--- src/rtl/core/lcdseq_pkg.sv ---
// Package for the character LCD bus sequencer.
// Holds the request modes, controller command and status types and the init table.
// Has no dependencies; used by every module of the sequencer.
package lcdseq_pkg;

   typedef enum logic [1:0] {
      MODE_INIT     = 2'd0,
      MODE_COMMAND  = 2'd1,
      MODE_CHAR     = 2'd2,
      MODE_CHAR_POS = 2'd3
   } mode_type;

   // Controller states, one-hot.
   typedef enum logic [1:0] {
      ST_IDLE = 2'b01,
      ST_EMIT = 2'b10
   } state_type;

   typedef struct packed {
      logic load;     // Capture a new request.
      logic advance;  // Move the current transfer into the output register.
   } dp_cmd_type;

   typedef struct packed {
      logic out_free; // The output register can take a transfer this cycle.
      logic at_last;  // The current transfer is the final one of the request.
   } dp_sts_type;

   localparam int SLOT_W = 4;

   // Byte slots: 0 to 8 are the init sequence, then the cursor address and the value byte.
   localparam logic [SLOT_W-1:0] SLOT_INIT_FIRST = 4'd0;
   localparam logic [SLOT_W-1:0] SLOT_INIT_LAST  = 4'd8;
   localparam logic [SLOT_W-1:0] SLOT_ADDR       = 4'd9;
   localparam logic [SLOT_W-1:0] SLOT_VALUE      = 4'd10;

   localparam logic [7:0] CMD_FUNC_8BIT   = 8'h38;
   localparam logic [7:0] CMD_FUNC_4BIT   = 8'h28;
   localparam logic [7:0] CMD_CLEAR       = 8'h01;
   localparam logic [7:0] CMD_HOME        = 8'h02;
   localparam logic [7:0] CMD_ENTRY_MODE  = 8'h06;
   localparam logic [7:0] CMD_DISPLAY_ON  = 8'h0C;
   localparam logic [7:0] CMD_DDRAM_START = 8'h80;

   localparam logic [7:0] LINE1_BASE = 8'h80;
   localparam logic [7:0] LINE2_BASE = 8'hC0;
   localparam logic [7:0] LINE3_BASE = 8'h94;
   localparam logic [7:0] LINE4_BASE = 8'hD4;

   localparam int WAIT_W = 15;
   localparam logic [WAIT_W-1:0] WAIT_FIRST_US  = 15'd20000;
   localparam logic [WAIT_W-1:0] WAIT_SECOND_US = 15'd5000;
   localparam logic [WAIT_W-1:0] WAIT_THIRD_US  = 15'd150;

   function automatic logic [7:0] init_byte(input logic [SLOT_W-1:0] slot,
                                            input logic nibble_bus);
      logic [7:0] b;
      case (slot)
         4'd0, 4'd1, 4'd2: b = CMD_FUNC_8BIT;
         4'd3:             b = CMD_CLEAR;
         4'd4:             b = CMD_HOME;
         4'd5:             b = CMD_ENTRY_MODE;
         4'd6:             b = CMD_DISPLAY_ON;
         4'd7:             b = nibble_bus ? CMD_FUNC_4BIT : CMD_FUNC_8BIT;
         4'd8:             b = CMD_DDRAM_START;
         default:          b = 8'h00;
      endcase
      return b;
   endfunction

   function automatic logic [WAIT_W-1:0] init_wait(input logic [SLOT_W-1:0] slot);
      logic [WAIT_W-1:0] w;
      case (slot)
         4'd0:    w = WAIT_FIRST_US;
         4'd1:    w = WAIT_SECOND_US;
         4'd2:    w = WAIT_THIRD_US;
         default: w = '0;
      endcase
      return w;
   endfunction

   function automatic logic [7:0] line_base(input logic [2:0] row);
      logic [7:0] b;
      case (row)
         3'd1:    b = LINE1_BASE;
         3'd2:    b = LINE2_BASE;
         3'd3:    b = LINE3_BASE;
         3'd4:    b = LINE4_BASE;
         default: b = 8'h00;
      endcase
      return b;
   endfunction

endpackage

--- src/rtl/core/char_lcd_bus_sequencer_core.sv ---
// Top level of the character LCD bus sequencer.
// Joins lcdseq_ctrl and lcdseq_dp; depends on lcdseq_pkg.
//
//   Channel  Direction  Handshake              Payload
//   req      in         req_tvalid/req_tready  req_tdata: value, row, column; req_tuser: mode
//   rsp      out        rsp_tvalid/rsp_tready  rsp_tdata, rsp_tuser, rsp_tlast
//   csr      in         csr_valid/csr_ready    csr_data: nibble_bus
//
// A request is taken in the idle state and then emits one transfer per cycle: 1 to 18
// transfers (init is 18 on the four-pin bus, 9 on the eight-pin bus). The output
// register sets that pace. The next request is accepted while the final transfer
// still waits in the output register. A stall on rsp holds the transfer walk. Reset
// is synchronous and selects the four-pin bus; csr writes are always taken.
module char_lcd_bus_sequencer_core
   import lcdseq_pkg::*;
(
   input  logic        clock,
   input  logic        reset,
   input  logic        req_tvalid,
   output logic        req_tready,
   input  logic [23:0] req_tdata,  // value[7:0], row[10:8], column[16:11]
   input  logic [1:0]  req_tuser,  // mode[1:0]
   output logic        rsp_tvalid,
   input  logic        rsp_tready,
   output logic [23:0] rsp_tdata,  // bus_value[7:0], wait_before_us[22:8]
   output logic [0:0]  rsp_tuser,  // is_data[0]
   output logic        rsp_tlast,
   input  logic        csr_valid,
   output logic        csr_ready,
   input  logic        csr_data
);

   dp_cmd_type        cmd;
   dp_sts_type        sts;
   logic              is_data;
   logic [7:0]        bus_value;
   logic [WAIT_W-1:0] wait_us;

   lcdseq_ctrl u_ctrl (
      .clock      (clock),
      .reset      (reset),
      .req_tvalid (req_tvalid),
      .req_tready (req_tready),
      .sts        (sts),
      .cmd        (cmd)
   );

   lcdseq_dp u_dp (
      .clock         (clock),
      .reset         (reset),
      .cmd           (cmd),
      .sts           (sts),
      .req_mode      (req_tuser),
      .req_value     (req_tdata[7:0]),
      .req_row       (req_tdata[10:8]),
      .req_column    (req_tdata[16:11]),
      .csr_valid     (csr_valid),
      .csr_data      (csr_data),
      .rsp_valid     (rsp_tvalid),
      .rsp_ready     (rsp_tready),
      .rsp_is_data   (is_data),
      .rsp_bus_value (bus_value),
      .rsp_wait      (wait_us),
      .rsp_last      (rsp_tlast)
   );

   assign csr_ready = 1'b1;
   assign rsp_tdata = {1'b0, wait_us, bus_value};
   assign rsp_tuser = is_data;

   // Every request yields at least one transfer, so the controller leaves idle.
   a_busy_after_accept : assert property (@(posedge clock) disable iff (reset)
      req_tvalid && req_tready |=> !req_tready)
      else $error("request accepted but sequencer stayed idle");

   // While idle, a waiting transfer can only be the final one of its request.
   a_idle_pending_last : assert property (@(posedge clock) disable iff (reset)
      req_tready && rsp_tvalid |-> rsp_tlast)
      else $error("non-final transfer pending while idle");

   // Taking a non-final transfer is followed directly by the next one.
   a_run_continues : assert property (@(posedge clock) disable iff (reset)
      rsp_tvalid && rsp_tready && !rsp_tlast |=> rsp_tvalid)
      else $error("gap inside a transfer run");

endmodule

--- src/rtl/core/lcdseq_ctrl.sv ---
// Controller state machine of the character LCD bus sequencer.
// Issues load and advance commands to the datapath; depends on lcdseq_pkg.
module lcdseq_ctrl
   import lcdseq_pkg::*;
(
   input  logic       clock,
   input  logic       reset,
   input  logic       req_tvalid,
   output logic       req_tready,
   input  dp_sts_type sts,
   output dp_cmd_type cmd
);

   state_type state_ff, state_in;

   always_comb begin
      state_in    = state_ff;
      req_tready  = 1'b0;
      cmd.load    = 1'b0;
      cmd.advance = 1'b0;
      case (state_ff)
         ST_IDLE: begin
            req_tready = 1'b1;
            if (req_tvalid) begin
               cmd.load = 1'b1;
               state_in = ST_EMIT;
            end
         end
         ST_EMIT: begin
            if (sts.out_free) begin
               cmd.advance = 1'b1;
               if (sts.at_last) begin
                  state_in = ST_IDLE;
               end
            end
         end
         default: begin
            state_in = ST_IDLE;
         end
      endcase
   end

   always_ff @(posedge clock) begin
      if (reset) begin
         state_ff <= ST_IDLE;
      end else begin
         state_ff <= state_in;
      end
   end

endmodule

--- src/rtl/core/lcdseq_dp.sv ---
// Datapath of the character LCD bus sequencer: request registers, byte slot
// walker, nibble split and the output register. Depends on lcdseq_pkg.
module lcdseq_dp
   import lcdseq_pkg::*;
(
   input  logic              clock,
   input  logic              reset,
   input  dp_cmd_type        cmd,
   output dp_sts_type        sts,
   input  logic [1:0]        req_mode,
   input  logic [7:0]        req_value,
   input  logic [2:0]        req_row,
   input  logic [5:0]        req_column,
   input  logic              csr_valid,
   input  logic              csr_data,
   output logic              rsp_valid,
   input  logic              rsp_ready,
   output logic              rsp_is_data,
   output logic [7:0]        rsp_bus_value,
   output logic [WAIT_W-1:0] rsp_wait,
   output logic              rsp_last
);

   logic              nibble_ff, nibble_in;
   logic [7:0]        data_ff, data_in;
   logic [7:0]        addr_ff, addr_in;
   logic              data_rs_ff, data_rs_in;
   logic [SLOT_W-1:0] slot_ff, slot_in;
   logic [SLOT_W-1:0] end_ff, end_in;
   logic              phase_ff, phase_in;

   logic              out_valid_ff, out_valid_in;
   logic              out_rs_ff, out_rs_in;
   logic [7:0]        out_bus_ff, out_bus_in;
   logic [WAIT_W-1:0] out_wait_ff, out_wait_in;
   logic              out_last_ff, out_last_in;

   mode_type          mode;
   logic              row_ok;
   logic [7:0]        cur_byte;
   logic              cur_rs;
   logic [WAIT_W-1:0] cur_wait;
   logic [7:0]        cur_bus;
   logic              byte_done;
   logic              cur_last;

   assign mode   = mode_type'(req_mode);
   assign row_ok = (req_row >= 3'd1) && (req_row <= 3'd4);

   // Transfer selected by the current slot and nibble phase.
   always_comb begin
      if (slot_ff <= SLOT_INIT_LAST) begin
         cur_byte = init_byte(slot_ff, nibble_ff);
      end else if (slot_ff == SLOT_ADDR) begin
         cur_byte = addr_ff;
      end else begin
         cur_byte = data_ff;
      end
      cur_rs   = (slot_ff == SLOT_VALUE) && data_rs_ff;
      cur_wait = phase_ff ? '0 : init_wait(slot_ff);
      if (!nibble_ff) begin
         cur_bus = cur_byte;
      end else if (phase_ff) begin
         cur_bus = {4'h0, cur_byte[3:0]};
      end else begin
         cur_bus = {4'h0, cur_byte[7:4]};
      end
      byte_done = !nibble_ff || phase_ff;
      cur_last  = byte_done && (slot_ff == end_ff);
   end

   always_comb begin
      nibble_in  = nibble_ff;
      data_in    = data_ff;
      addr_in    = addr_ff;
      data_rs_in = data_rs_ff;
      slot_in    = slot_ff;
      end_in     = end_ff;
      phase_in   = phase_ff;
      if (csr_valid) begin
         nibble_in = csr_data;
      end
      if (cmd.load) begin
         data_in    = req_value;
         // Line base plus column minus one, wrapping at 256.
         addr_in    = line_base(req_row) + {2'b00, req_column} + 8'hFF;
         data_rs_in = (mode == MODE_CHAR) || (mode == MODE_CHAR_POS);
         phase_in   = 1'b0;
         case (mode)
            MODE_INIT: begin
               slot_in = SLOT_INIT_FIRST;
               end_in  = SLOT_INIT_LAST;
            end
            MODE_CHAR_POS: begin
               slot_in = row_ok ? SLOT_ADDR : SLOT_VALUE;
               end_in  = SLOT_VALUE;
            end
            default: begin
               slot_in = SLOT_VALUE;
               end_in  = SLOT_VALUE;
            end
         endcase
      end else if (cmd.advance) begin
         if (byte_done) begin
            slot_in  = slot_ff + 4'd1;
            phase_in = 1'b0;
         end else begin
            phase_in = 1'b1;
         end
      end
   end

   always_comb begin
      out_rs_in   = out_rs_ff;
      out_bus_in  = out_bus_ff;
      out_wait_in = out_wait_ff;
      out_last_in = out_last_ff;
      if (cmd.advance) begin
         out_valid_in = 1'b1;
         out_rs_in    = cur_rs;
         out_bus_in   = cur_bus;
         out_wait_in  = cur_wait;
         out_last_in  = cur_last;
      end else if (rsp_ready) begin
         out_valid_in = 1'b0;
      end else begin
         out_valid_in = out_valid_ff;
      end
   end

   always_ff @(posedge clock) begin
      if (reset) begin
         nibble_ff    <= 1'b1;
         out_valid_ff <= 1'b0;
      end else begin
         nibble_ff    <= nibble_in;
         out_valid_ff <= out_valid_in;
      end
   end

   always_ff @(posedge clock) begin
      data_ff     <= data_in;
      addr_ff     <= addr_in;
      data_rs_ff  <= data_rs_in;
      slot_ff     <= slot_in;
      end_ff      <= end_in;
      phase_ff    <= phase_in;
      out_rs_ff   <= out_rs_in;
      out_bus_ff  <= out_bus_in;
      out_wait_ff <= out_wait_in;
      out_last_ff <= out_last_in;
   end

   assign sts.out_free = !out_valid_ff || rsp_ready;
   assign sts.at_last  = cur_last;

   assign rsp_valid     = out_valid_ff;
   assign rsp_is_data   = out_rs_ff;
   assign rsp_bus_value = out_bus_ff;
   assign rsp_wait      = out_wait_ff;
   assign rsp_last      = out_last_ff;

endmodule
--- config.mk ---
export PLATFORM = sky130hd
export DESIGN_NAME = char_lcd_bus_sequencer_core
export DESIGN_NICKNAME = d
export VERILOG_FILES = /design/src/rtl/core/lcdseq_pkg.sv /design/src/rtl/core/char_lcd_bus_sequencer_core.sv /design/src/rtl/core/lcdseq_ctrl.sv /design/src/rtl/core/lcdseq_dp.sv
export SDC_FILE = /design/constraint.sdc
export NUM_CORES = 1
export LEC_CHECK = 0
export BUFFER_PORTS_ARGS = -buffer_cell sky130_fd_sc_hd__clkbuf_2
export CORE_ASPECT_RATIO = 0.7
export CORE_MARGIN = 3
export CORE_UTILIZATION = 26
export DETAILED_ROUTE_END_ITERATION = 8
export GPL_ROUTABILITY_DRIVEN = 0
export SYNTH_ARGS = -nofsm -noshare
export SYNTH_HDL_FRONTEND = slang
export SYNTH_HIERARCHICAL = 1
export SYNTH_SLANG_ARGS = --single-unit
--- constraint.sdc ---
create_clock -name clock -period 5.1 [get_ports clock]
set_input_delay 1.02 -clock clock [delete_from_list [all_inputs] [get_ports clock]]
set_output_delay 1.02 -clock clock [all_outputs]
set_load 0.02 [all_outputs]
==> metrics.md <==
| Metric | Value |
|---|---|
| Status | `finished clean` |
| Largest family of logic cells by synthesized area | `compound AO/OA/AOI/OAI gates` |
| # diodes | `0` |
| Clock sinks | `42` |
| Crit. End Element | `flip-flop` |
| GRT Resource Usage Total | `9.01%` |
| First-pass GRT wire length | `7.42 mm` |
| Total number of vias | `1637` |
| Post-synthesis cell area | `2390 µm²` |
| Worst-path clk slew | `0.06 ns` |
| Vias per cell | `4.34` |
| Row count | `28` |
| Final WL | `4.58 mm` |
| WL met3 | `418 µm` |
| Dpl hpwl | `3.50 mm` |
| Worst-margin pin slew | `0.914 ns` |
| Max-cap viol count | `0` |
| Nets | `304` |
| Dpl cells | `369` |
| Mapped Cells | `218` |
| Data arrival, critical path | `2.82 ns` |
| Worst-Skew Late Latency | `0.28 ns` |
| Compound-Gate Fraction of Synth Area | `14.5%` |
| Syn avg cell area | `11.0 µm²` |
| CTS Root Cell | `clkbuf_16` |
| DR iter-0 viols | `87` |
| CP max stage delay | `0.44 ns` |
| Die ar. | `10400 µm²` |
| Min-delay worst type | `flip-flop to flip-flop` |
| CP max FO | `4` |
| Maximum clock path buffer count | `2` |
| Pwr/cell area | `319 nW/µm²` |
| Area after DPL | `2650 µm²` |
| Critical path type | `input pin to flip-flop` |
| Number of flops mapped to enable cells by yosys | `37` |
| Post-CTS Resized | `0` |
| Top layer in use | `met4` |
| LEAKAGE | `1.18 nW` |
| Initial antenna violation count | `0` |
| Wire length per cell | `12.1 µm` |
| Layout cell share with drive strength beyond 1 | `23.7%` |
| Vert. Die Dim | `86.3 µm` |
| CORE AREA | `8690 µm²` |
| Largest net degree at the start of global routing | `28` |
| Final setup fails | `0` |
| Crit-path cells | `clkbuf_2 -> nor2_1 -> a21oi_1 -> ha_1 -> inv_1 -> fa_1 -> a211oi_1 -> o21bai_1 -> a21oi_1 -> xnor2_1` |
| Register area share after synthesis | `50.6%` |
| Max Clk Rate | `359 MHz` |
| Post-route insts no fill | `377` |
| FF+latch count, synth | `42` |
| RSZ-0062 raised after global routing | `false` |
| Post-synth cell types | `49` |
| Peak supply drop | `135 µV` |
| Met1 Wirelength | `2.40 mm` |
| Final clock skew | `0.00683 ns` |
| Slowest stage cell, crit path | `fa_1` |
| Fin. Hold Viols | `0` |
| Critical Path RT | `5.13 ns` |
| CTS buffer count | `5` |
| Cts hold-fix bufs | `0` |
| Post-synthesis simple-gate area fraction | `11.2%` |
| Metal2 WL | `1.72 mm` |
| Final ANT Viol Nets | `0` |
| Vias in the first global route | `1506` |
| Adder-Cell Fraction of Synth Area | `8.68%` |
| Post-route cell area | `2800 µm²` |
| FFs w/ async S/R, synth | `0%` |
| CTS tree | `yes` |
| Setup Buffers After CTS | `0` |
| Final worst-path cycle share | `54.6%` |
| # DRC | `0` |
| Total gr overflow | `0` |
| Post-synthesis mux area share | `0.836%` |
| Startpoint types | `input pin` |
| H-tree depth | `2` |
| Synth Flop Type | `edfxtp_1` |
| Max-slew violations | `0` |
| Max transition margin | `39.0%` |
| Die X-Extent | `121 µm` |
| # port buffers | `48` |
| Final min period | `2.79 ns` |
| TNS Setup | `0 ns` |
| CP dominant cell by count | `a21oi_1` |
| Initial Util | `27.5%` |
| DRT Pass-1 Iters | `4` |
| Yosys Warn Count | `6` |
| Area delta synth->final | `16.8%` |
| Xor/xnor share of the synthesized area | `3.66%` |
| Io pins | `61` |
critical path: cells and delay by family:
| family | cells | cell delay (ns) |
|---|---|---|
| AOI/OAI and AO/OA | 4 | 0.65 |
| adders and majority gates | 2 | 0.73 |
| xor gates and xnor gates | 1 | 0.08 |
| buffers and inverters | 2 | 0.16 |
| and+or+nand+nor | 1 | 0.17 |
metrics by stage:
stage	util, %	total power, mW	hold slack [ns]	setup WS (ns)
4_1_cts	32.2	0.901	0.551	2.28
6_report	32.2	0.891	0.551	2.31
3_5_place_dp	30.5	0.598	0.538	1.99
5_1_grt	32.2	0.941	0.579	2.18
3_3_place_gp	30.5	0.594	0.541	2.05
2_1_floorplan	-	0.559	0.518	2.29
routing by layer:
metal | global-route usage [%] | up-vias
li1 | - | 829
met1 | 14.1 | 728
met2 | 11.4 | 76
met3 | 3.07 | 4
met4 | 2.67 | 0
met5 | 0 | -
worst paths after layout:
| kind | startpoint | endpoint | slack, ns | cells after the start |
|---|---|---|---|---|
| setup / recovery | req_tdata[8] | u_dp/addr_ff[7] | 2.31 | 10 |
| hold / removal | u_dp/rsp_valid | u_dp/rsp_valid | 0.55 | 2 |
| setup reg to reg | u_dp/slot_ff[1] | u_dp/rsp_bus_value[3] | 3.02 | 6 |
| hold reg to reg | u_dp/rsp_valid | u_dp/rsp_valid | 0.55 | 2 |
flip-flops by register name (all words and copies together) (netlist names), 2 cells and up:
signal              flops
u_dp/data_ff            8
u_dp/slot_ff            4
u_dp/rsp_bus_value      8
u_dp/rsp_wait           5
u_ctrl/state_ff         2
u_dp/addr_ff            8
cell usage after synthesis, drive strengths merged (2+ instances only):
master / count / area share [%]
a22o: 2 / 0.73
ha: 15 / 7.8
buf: 19 / 5.9
a221oi: 2 / 0.73
a21o: 5 / 1.6
nor2: 13 / 2.0
mux2i: 2 / 0.84
nand2b: 5 / 1.3
nand3: 4 / 0.84
a21oi: 12 / 2.5
or3: 2 / 0.52
o21a: 2 / 0.63
nor3: 2 / 0.63
o221ai: 2 / 0.73
nor2b: 5 / 1.9
a22oi: 2 / 0.63
xor2: 2 / 0.73
inv: 25 / 3.9
o21ai: 7 / 1.5
dfxtp: 5 / 4.2
xnor2: 8 / 2.9
a31oi: 2 / 0.52
nand2: 12 / 2.0
o21bai: 2 / 0.63
and2: 3 / 0.78
conb: 3 / 0.47
edfxtp: 37 / 46
a211oi: 2 / 0.63
cell families after synthesis:
family,count (synthesis)
muxes,2
xor gates and xnor gates,10
and+or+nand+nor,50
other,3
AOI/OAI and AO/OA,50
DFF,42
adders and majority gates,16
buffers and inverters,45
cells in the final DEF (no fill, tap or decap), types with 3 or more instances in the layout:
master / instances
a21o_1: 5
a21oi_1: 12
and2_1: 3
clkbuf_16: 5
clkbuf_2: 48
conb_1: 5
dfxtp_1: 5
edfxtp_1: 37
ha_1: 15
inv_1: 25
nand2_1: 11
nand2b_1: 5
nand3_1: 4
nor2_1: 13
nor2b_1: 3
o21ai_0: 7
xnor2_1: 8
final cells by class:
class / instances / area [µm²]
flip-flops and latches: 42 / 1210
clock buffers: 5 / 125
inverters: 25 / 93.8
clock inverters: 3 / 16.3
repair buffers: 49 / 248
fillers: 922 / 5890
well taps: 120 / 150
multi-input cells: 133 / 951
power by group:
part	internal, mW	leakage, nW	switching (mW)
Clock	0.178	0.0672	0.122
Combinational	0.0690	0.725	0.0920
Sequential	0.407	0.385	0.0221
Total	0.655	1.18	0.236
Power figures use the tool's default switching activity.
